File: config.mk
export PLATFORM = sky130hd
export DESIGN_NAME = tfd_ram
export DESIGN_NICKNAME = d
export VERILOG_FILES = /design/src/design/triangle_face_dedup_top_assert.svh /design/src/design/tfd_ram.sv
export SDC_FILE = /design/constraint.sdc
export NUM_CORES = 1
export LEC_CHECK = 0
export ABC_CLOCK_PERIOD_IN_PS = 3400
export BUFFER_PORTS_ARGS = -buffer_cell sky130_fd_sc_hd__buf_2
export CAP_MARGIN = 25
export CORE_MARGIN = 2
export CORE_UTILIZATION = 54
export DETAILED_ROUTE_END_ITERATION = 12
export PLACE_DENSITY = 0.72
export SETUP_SLACK_MARGIN = 0.3
export SLEW_MARGIN = 25
export SYNTH_ARGS = -nofsm -noshare
export SYNTH_HDL_FRONTEND = slang
export SYNTH_SLANG_ARGS = --single-unit
File: constraint.sdc
create_clock -name clock -period 3.4 [get_ports clock]
set_input_delay 0.17 -clock clock [delete_from_list [all_inputs] [get_ports clock]]
set_output_delay 0.17 -clock clock [all_outputs]
set_load 0.05 [all_outputs]
File: src/design/triangle_face_dedup_top_assert.svh
// Assertion macros for the triangle face dedup block.
// Included by the top level; needs clock and reset in scope.
`ifndef TRIANGLE_FACE_DEDUP_TOP_ASSERT_SVH
`define TRIANGLE_FACE_DEDUP_TOP_ASSERT_SVH
// Implication checked at every clock edge outside reset
`define TFD_ASSERT_IMPL(label, pre, post) \
   label: assert property (@(posedge clock) disable iff (reset) (pre) |-> (post)) \
      else $error("assertion failed");
// Next-cycle implication
`define TFD_ASSERT_NEXT(label, pre, post) \
   label: assert property (@(posedge clock) disable iff (reset) (pre) |=> (post)) \
      else $error("assertion failed");
`endif

File: src/design/tfd_ram.sv
// Generic single-port-write, single-read RAM with registered read data.
// Depends on nothing.
module tfd_ram #(
   parameter int WIDTH = 8,
   parameter int DEPTH = 16
) (
   input  logic                     clock,
   input  logic                     wr_en,
   input  logic [$clog2(DEPTH)-1:0] wr_addr,
   input  logic [WIDTH-1:0]         wr_data,
   input  logic [$clog2(DEPTH)-1:0] rd_addr,
   output logic [WIDTH-1:0]         rd_data
);
   logic [WIDTH-1:0] mem [DEPTH];
   // write port, registered read port
   always_ff @(posedge clock) begin
      if (wr_en) mem[wr_addr] <= wr_data;
      rd_data <= mem[rd_addr];
   end
endmodule

==> run summary, run 1 <==
H-tree Lvls: 4
Initial Util: 0.557
first-pass GRT wire length: 13.8 mm
CTS tree: done
Switch Pwr: 0.787 mW
Buffers on Ports: 25
worst clock skew: 5.52 ps
syn nets: 247
worst skew pair latency: 520 ps
setup TNS: 0 ps
Post-synth top flop: edfxtp_1
CTS Buf Count: 17
die area: 0.0103 mm²
P&R area growth vs syn: 15.5%
outcome: complete, no violations
Worst Hold Class: in2reg
period utilization: 0.460
Post-synth ARST share: 0
sequential element share of the synthesized area: 0.778
Post-CTS Setup Bufs: 0
crit path cell chain: buf_2 > mux4_1 > a22oi_1 > nand2_1
Sw Ratio: 0.209
top cells by area, synth: edfxtp_1 (75%), mux4_2 (7.9%), mux4_1 (7.1%)
clk slew on worst S/H paths: 60 ps
Sink Count: 136
Mean Syn Cell Area: 22.5 µm²
Fmax: 639 MHz
FF-to-FF setup slack: 1970 ps
register area: 0.00400 mm²
I/O Pins: 26
Startpoint Class: primary input
critical path class: in2reg
portion of total power attributed to the clock network: 0.446
Slew headroom: 0.384
cell count after synthesis: 229
ant diodes: 0
YS warnings: 0
Fill cells: 614
total gr overflow: 0
WL final: 8.94 mm
Setup violations, final: 0
dpl hpwl: 5.61 mm
worst-margin pin slew: 924 ps
RSZ-0062 raised after global routing: false
placed cells: 379
VDD IR-drop max: 311 µV
area of the multi-input gates: 0.00106 mm²
final antenna-violating net count: 0
final hold vios: 0
synthesis-stage register bit count: 136
fin crit period: 1570 ps
Nets: 287
EDFF count, synth: 128
crit path DAT: 1970 ps
part of the power in combinational logic: 0.053
max-capacitance violation count: 0
Non-Filler Instances: 411
RePlAce Congestion: 0.712
LEAKAGE: 1.99 nW
layout cells sized above 1: 0.273
Gates resized, CTS repair: 0
Yosys cell types: 19
chip height: 102 µm
Slowest cell on crit path: buf_2
Pwr Density: 633 mW/mm²
vias per cell: 5.71
largest area contributor in the netlist: edfxtp_1
wire length per cell: 21.7 µm
core area: 0.00924 mm²
Cell Area, Synth: 0.00515 mm²
Critical Path RT: 3800 ps
largest net degree at the start of global routing: 33
Die Wd: 102 µm
Clock Path Buffers: 2
Seq pwr share: 0.502
Int Pwr: 2.97 mW
# rows: 35
Root Buffer: clkbuf_8
highest cell delay on the worst timing path: 680 ps
crit end category: register
CP max FO: 29
via count: 2348
antenna violations before repair: 0
total power draw: 3.76 mW
share of the synthesized area in the top cell type: 0.747
TritonRoute pass-1 iters: 4
total track usage: 0.197
number of global-route vias before repair: 2420
Starting DRT DRC Count: 208
fin. max-slew vios: 0
DRC viols: 0
# hold bufs at CTS: 0
==> area by class of cell <==
type | instances | share of cell area
clock buffer | 18 | 0.0703
timing repair buffer | 31 | 0.0286
sequential | 136 | 0.674
tap | 129 | 0.0272
multi-input combinational | 83 | 0.178
clock inverter | 14 | 0.0225
==> path summary, 6_finish.rpt <==
path | startpoint | to | cells after the start
setup / recovery | rd_addr[0] | rd_data[1] | 4
hold / removal | wr_data[0] | mem[6][0] | 1
setup reg to reg | mem[2][1] | rd_data[1] | 3
hold reg to reg | mem[14][3] | rd_data[3] | 3
==> cell families after synthesis <==
kind of cell / after synthesis / share of synthesized area
compound gates: 16 / 0.0233
flops: 136 / 0.778
mux: 32 / 0.150
buf+inv: 10 / 0.0168
simple gates: 35 / 0.0318
==> state kept, by name, summed over array words and instances (netlist names) <==
name and count:
mem 128, rd_data 8
==> power groups by stage <==
| stage | Sequential [mW] | Clock [mW] | Combinational, mW |
|---|---|---|---|
| 2_1_floorplan | 1.96 | 0 | 0.0951 |
| 3_3_place_gp | 1.92 | 0 | 0.197 |
| 3_5_place_dp | 1.92 | 0 | 0.202 |
| 4_1_cts | 1.89 | 1.70 | 0.201 |
| 5_1_grt | 1.89 | 1.77 | 0.214 |
| 6_report | 1.89 | 1.68 | 0.198 |
==> per-layer routing <==
metal / vias up / share of wire / wire (µm) / global-route usage
li1: 1051 / - / - / -
met1: 1198 / 0.42 / 3710 / 0.277
met2: 87 / 0.50 / 4510 / 0.290
met3: 12 / 0.061 / 546 / 0.0600
met4: 0 / 0.019 / 168 / 0.0884
met5: - / 0 / 0 / 0
==> metrics by stage <==
step | setup slack (ps) | util | area [µm²] | hold slack [ps]
2_1_floorplan | 1740 | - | 5150 | 269
3_3_place_gp | 1320 | 0.584 | 5390 | 558
3_5_place_dp | 1280 | 0.584 | 5390 | 561
4_1_cts | 1800 | 0.643 | 5940 | 6.02
5_1_grt | 1730 | 0.643 | 5940 | 20.9
6_report | 1830 | 0.643 | 5940 | 30.1
==> Yosys cell counts (2+ instances only) <==
cell / count
edfxtp_1: 128
nand2b_1: 2
dfxtp_1: 8
nor2_1: 13
mux4_2: 18
nand2_1: 9
mux4_1: 14
buf_2: 3
buf_6: 3
nor3_1: 4
a22oi_1: 16
clkdlybuf4s25_2: 3
nand3b_1: 2
==> cell usage in the layout, fill, tap and decap left out, types with 2 or more instances in the layout <==
master,n
edfxtp_1,128
buf_2,25
mux4_2,18
a22oi_1,16
clkbuf_16,16
mux4_1,14
nor2_1,13
nand2_1,9
dfxtp_1,8
buf_4,6
nor3_1,4
clkinv_1,4
clkinvlp_4,3
clkinv_4,3
nand3b_1,2
nand2b_1,2
bufinv_16,2
clkinv_2,2
==> critical path, delay by kind of cell <==
family                 cells  cell delay, ps
AND/OR/NAND/NOR            1              90
AO/OA/AOI/OAI              1             320
buffers and inverters      1             680
multiplexers               1             670
Power figures use the tool's default switching activity.
==> inputs of run 2 (changes only) <==
Settings changed: ABC_AREA set to 1, ABC_CLOCK_PERIOD_IN_PS 3400 to 1500, PLACE_DENSITY 0.72 to 0.71.
Clock period 3.4 ns to 1.5 ns, I/O delays scaled along.
==> run summary, run 2 <==
outcome: complete, no violations
layout cells sized above 1: 0.123 (-0.151)
sequential element share of the synthesized area: 0.694 (-0.0835)
commonest non-fill, non-tap cell in the layout: nand2_1
cell depth of the worst hold path: 4 (+3)
antenna violations before repair: 0 (unchanged)
wire length per cell: 16.8 µm (-23%)
Starting DRT DRC Count: 365 (+75%)
commonest cells after routing, fill and taps aside: nand2_1 (173), edfxtp_1 (128), inv_1 (100), nand3_1 (97), buf_4 (22)
share of the synthesized area in the top cell type: 0.667 (-0.0802)
Post-synth ARST share: 0 (unchanged)
fin. max-slew vios: 0 (unchanged)
Nets: 617 (+110%)
RePlAce Congestion: 0.789 (+11%)
final antenna-violating net count: 0 (unchanged)
Slew headroom: 0.588 (+0.204)
first-pass GRT wire length: 19.9 mm (+44%)
Setup violations, final: 0 (unchanged)
dpl hpwl: 7.31 mm (+30%)
kind of cell adding the most delay to the critical path: flip-flops
critical path class: reg2out
Initial Util: 0.556 (-0.000970)
chip height: 107 µm (+5.6%)
largest area contributor in the netlist: edfxtp_1
Slowest cell on crit path: dfxtp_1
syn nets: 569 (+130%)
Die Wd: 107 µm (+5.6%)
largest net degree at the start of global routing: 65 (+97%)
total gr overflow: 0 (unchanged)
cell count after synthesis: 551 (+140%)
Reg with most FFs: mem
worst reg2reg path depth: 6 (+3)
H-tree Lvls: 4 (unchanged)
top cells by area, synth: edfxtp_1 (67%), nand2_1 (11%), nand3_1 (8.4%)
VDD IR-drop max: 799 µV (+160%)
# rows: 37 (+5.7%)
RR Endpoint: rd_data[2]
via count: 3889 (+66%)
YS warnings: 0 (unchanged)
Yosys cell types: 12 (-7)
CP bufs+invs: 1 (unchanged)
EDFF count, synth: 128 (unchanged)
highest cell delay on the worst timing path: 320 ps (-360 ps)
critical path depth: 1 (-3)
worst clock skew: 5.30 ps (-0.227 ps)
final hold vios: 0 (unchanged)
synthesis-stage register bit count: 136 (unchanged)
crit path cell chain: buf_2
crit path DAT: 1090 ps (-880 ps)
core area: 0.0104 mm² (+12%)
Critical R2R Launch: mem[1][2]
clk slew on worst S/H paths: 50 ps (about the same)
CP max FO: 1 (-97%)
Clock Path Buffers: 2 (unchanged)
total track usage: 0.238 (+0.0405)
worst skew pair latency: 520 ps (about the same)
hold_sp: rd_addr[2]
CTS tree: done
Regs by FF count: mem x128, rd_data x8
Pwr Density: 1360 mW/mm² (+120%)
vias per cell: 5.20 (-9.0%)
FF-to-FF setup slack: 450 ps (-1520 ps)
LEAKAGE: 2.97 nW (+49%)
setup TNS: 0 ps (unchanged)
Startpoint Class: register
Mean Syn Cell Area: 10.5 µm² (-53%)
Root Buffer: clkbuf_8
period utilization: 0.779
Buffers on Ports: 25 (unchanged)
RSZ-0062 raised after global routing: false
CTS Buf Count: 17 (unchanged)
number of global-route vias before repair: 3725 (+54%)
fin crit period: 1170 ps
Worst Hold Class: in2reg
P&R area growth vs syn: 17.7%
Post-synth top flop: edfxtp_1
CP startpoint: rd_data[3]
crit end category: output pin
ant diodes: 0 (unchanged)
WHS: 62.0 ps (+32.0 ps)
max FFs per register: 128 (unchanged)
Critical Path RT: 1420 ps (-2380 ps)
Fmax: 856 MHz
Post-CTS Setup Bufs: 0 (unchanged)
Sink Count: 136 (unchanged)
die area: 0.0115 mm² (+12%)
I/O Pins: 26 (unchanged)
Cell Area, Synth: 0.00577 mm² (+12%)
synth cell count leaders: nand2_1 (173), edfxtp_1 (128), inv_1 (100)
max-capacitance violation count: 0 (unchanged)
crit path to: rd_data[3]
WL final: 12.6 mm (+41%)
DRC viols: 0 (unchanged)
most frequent cell after synthesis: nand2_1
worst-margin pin slew: 617 ps (-307 ps)
TritonRoute pass-1 iters: 5 (+1)
Fill cells: 801 (+30%)
[run 2: cells by family (layout without fill, tap and decap cells)]
| kind of cell | Yosys count | after routing | synth area share |
|---|---|---|---|
| simple gates | 289 | 289 | 0.210 |
| flops | 136 | 136 | 0.694 |
| buf+inv | 126 | 187 | 0.0952 |
[run 2: timing repair]
action | in CTS | in global routing
setup endpoints to repair | 5 | 0
resized for setup | 5 | 0
hold buffers | 9 | 0
hold endpoints to repair | 124 | 0
[run 2: where the power goes]
part	total [mW]	internal (mW)	switching [mW]
clock network	4.36	2.85	1.51
registers	4.28	4.25	0.0283
logic	0.619	0.175	0.443
total	9.25	7.27	1.98
[run 2: layout make-up]
cell class | count | area, µm² | share of cell area
inverters | 102 | 383 | 0.0564
multi-input cells | 289 | 1210 | 0.179
flip-flops and latches | 136 | 4000 | 0.590
clock buffers | 18 | 418 | 0.0616
repair buffers | 53 | 395 | 0.0582
clock inverters | 14 | 205 | 0.0302
well taps | 136 | 170 | 0.0251
[run 2: stage by stage]
stage,util,setup slack [ps],total power [mW],instance area (µm²),std cells
after floorplan,-,474,4.73,5770,551
after global placement,0.585,261,4.93,6060,707
after detailed placement,0.585,241,4.94,6060,707
after CTS,0.655,302,9.32,6790,748
after global routing,0.655,301,9.51,6790,748
final,0.655,331,9.25,6790,748
[run 2: per-layer routing]
layer	track usage	part of all wire	up-vias
met1	0.323	0.41	1846
met2	0.377	0.49	163
met5	0	0	-
li1	-	-	1869
met4	0.0861	0.012	0
met3	0.0575	0.080	11
[run 2: worst min path at each step]
| stage | endpoint |
|---|---|
| after detailed placement | rd_data[2] |
| after floorplan | mem[0][0] |
| after CTS | rd_data[5] |
| after global routing | rd_data[5] |
| after global placement | rd_data[7] |
| final | rd_data[5] |
==> inputs of run 3 (changes only) <==
Settings changed: ABC_CLOCK_PERIOD_IN_PS 1500 to 1100.
Clock period 1.5 ns to 1.1 ns, I/O delays scaled along.
==> run summary, run 3 (synthesis results as in run 2) <==
register area: 0.00402 mm² (+0.44%)
Regs by FF count: mem x128, rd_data x8
period utilization: 0.999
Slew headroom: 0.626 (+0.0376)
Slowest cell on crit path: dfxtp_4
commonest cells after routing, fill and taps aside: nand2_1 (168), edfxtp_1 (128), inv_1 (99), nand3_2 (68), nand3_1 (27)
highest cell delay on the worst timing path: 370 ps (+50 ps)
ant diodes: 0 (unchanged)
final hold vios: 0 (unchanged)
Clock Path Buffers: 2 (unchanged)
commonest non-fill, non-tap cell in the layout: nand2_1
Sink Count: 136 (unchanged)
P&R area growth vs syn: 28.2%
first-pass GRT wire length: 21.1 mm (+6.0%)
dpl hpwl: 7.88 mm (+7.9%)
area of the multi-input gates: 0.00168 mm² (+39%)
Fill cells: 688 (-14%)
Sw Ratio: 0.225 (+0.0108)
CTS Buf Count: 17 (unchanged)
DRC viols: 0 (unchanged)
layout cells sized above 1: 0.297 (+0.174)
kind of cell adding the most delay to the critical path: flip-flops
worst clock skew: 9.42 ps (+4.13 ps)
TritonRoute pass-1 iters: 5 (unchanged)
WL final: 13.5 mm (+7.4%)
Int Pwr: 9.64 mW (+33%)
Buffers on Ports: 25 (unchanged)
Starting DRT DRC Count: 387 (+6.0%)
LEAKAGE: 3.17 nW (+6.8%)
Fmax: 910 MHz
outcome: complete, no violations
via count: 4061 (+4.4%)
number of global-route vias before repair: 3973 (+6.7%)
antenna violations before repair: 0 (unchanged)
die area: 0.0115 mm² (unchanged)
chip height: 107 µm (unchanged)
total gr overflow: 0 (unchanged)
max-capacitance violation count: 0 (unchanged)
Post-CTS Setup Bufs: 0 (unchanged)
Pwr Density: 1680 mW/mm² (+23%)
crit path cell chain: buf_8
RSZ-0062 raised after global routing: true
CP bufs+invs: 1 (unchanged)
critical path class: reg2out
Setup violations, final: 0 (unchanged)
Switch Pwr: 2.80 mW (+41%)
Initial Util: 0.556 (unchanged)
Seq pwr share: 0.471 (+0.009)
VDD IR-drop max: 1180 µV (+48%)
Reg with most FFs: mem
fin. max-slew vios: 0 (unchanged)
Nets: 625 (+1.3%)
CP max FO: 1 (unchanged)
fin util: 0.713 (+0.0584)
WHS: 65.1 ps (+3.09 ps)
total power draw: 12.4 mW (+34%)
CTS tree: done
worst skew pair latency: 520 ps (about the same)
RePlAce Congestion: 0.885 (+12%)
Startpoint Class: register
H-tree Lvls: 4 (unchanged)
Worst Hold Class: in2reg
crit path DAT: 1040 ps (-50 ps)
# rows: 37 (unchanged)
max FFs per register: 128 (unchanged)
core area: 0.0104 mm² (unchanged)
portion of total power attributed to the clock network: 0.439 (-0.032)
total track usage: 0.253 (+0.0154)
crit end category: output pin
vias per cell: 5.37 (+3.3%)
wire length per cell: 17.9 µm (+6.2%)
part of the power in combinational logic: 0.090 (+0.023)
largest net degree at the start of global routing: 65 (unchanged)
clk slew on worst S/H paths: 60 ps (about the same)
Critical Path RT: 1040 ps (-380 ps)
Die Wd: 107 µm (unchanged)
Non-Filler Instances: 756 (+1.1%)
I/O Pins: 26 (unchanged)
fin crit period: 1100 ps
placed cells: 715 (+1.1%)
worst-margin pin slew: 560 ps (-57.4 ps)
Root Buffer: clkbuf_8
final antenna-violating net count: 0 (unchanged)
setup TNS: 0 ps (unchanged)
-- run 3: power by group through the flow --
stage	Sequential [mW]	Combinational [mW]	Clock (mW)
global placement	5.94	0.887	0
floorplan	6.05	0.435	0
finish	5.86	1.12	5.46
detailed placement	5.94	0.893	0
global route	5.87	1.20	5.70
CTS	5.86	1.05	5.47
-- run 3: layer usage --
metal	share of wire	track usage	vias to the layer above
met5	0	0	-
met4	0.025	0.0943	0
met3	0.075	0.0623	28
met2	0.49	0.405	183
met1	0.41	0.339	1956
li1	-	-	1894
-- run 3: final timing paths --
kind / depth (start not counted) / endpoint / startpoint / slack [ps]
max reg2reg: 6 / rd_data[4] / mem[7][4] / 140
min reg2reg: 6 / rd_data[2] / mem[8][2] / 680
min: 4 / mem[1][4] / wr_addr[0] / 70
max: 1 / rd_data[2] / rd_data[2] / 0.6
-- run 3: layout make-up --
class / count / area share
multi-input combinational: 289 / 0.228
clock inverter: 8 / 0.0129
clock buffer: 24 / 0.0650
inverter: 102 / 0.0518
tap: 136 / 0.0230
timing repair buffer: 61 / 0.0758
sequential: 136 / 0.544
-- run 3: per-stage QoR --
stage | area (µm²) | worst slack (ps)
global route | 7390 | -21.7
detailed placement | 6260 | -6.36
CTS | 7210 | -9.19
floorplan | 5870 | 171
finish | 7390 | 0.633
global placement | 6260 | -24.6
-- run 3: timing repair --
action                                  4_1_cts  5_1_grt
endpoints found under the setup margin       16       16
pin swaps                                    22       30
endpoints found under the hold margin       136        0
gates resized for setup                      72       39
hold buffers                                  9        0
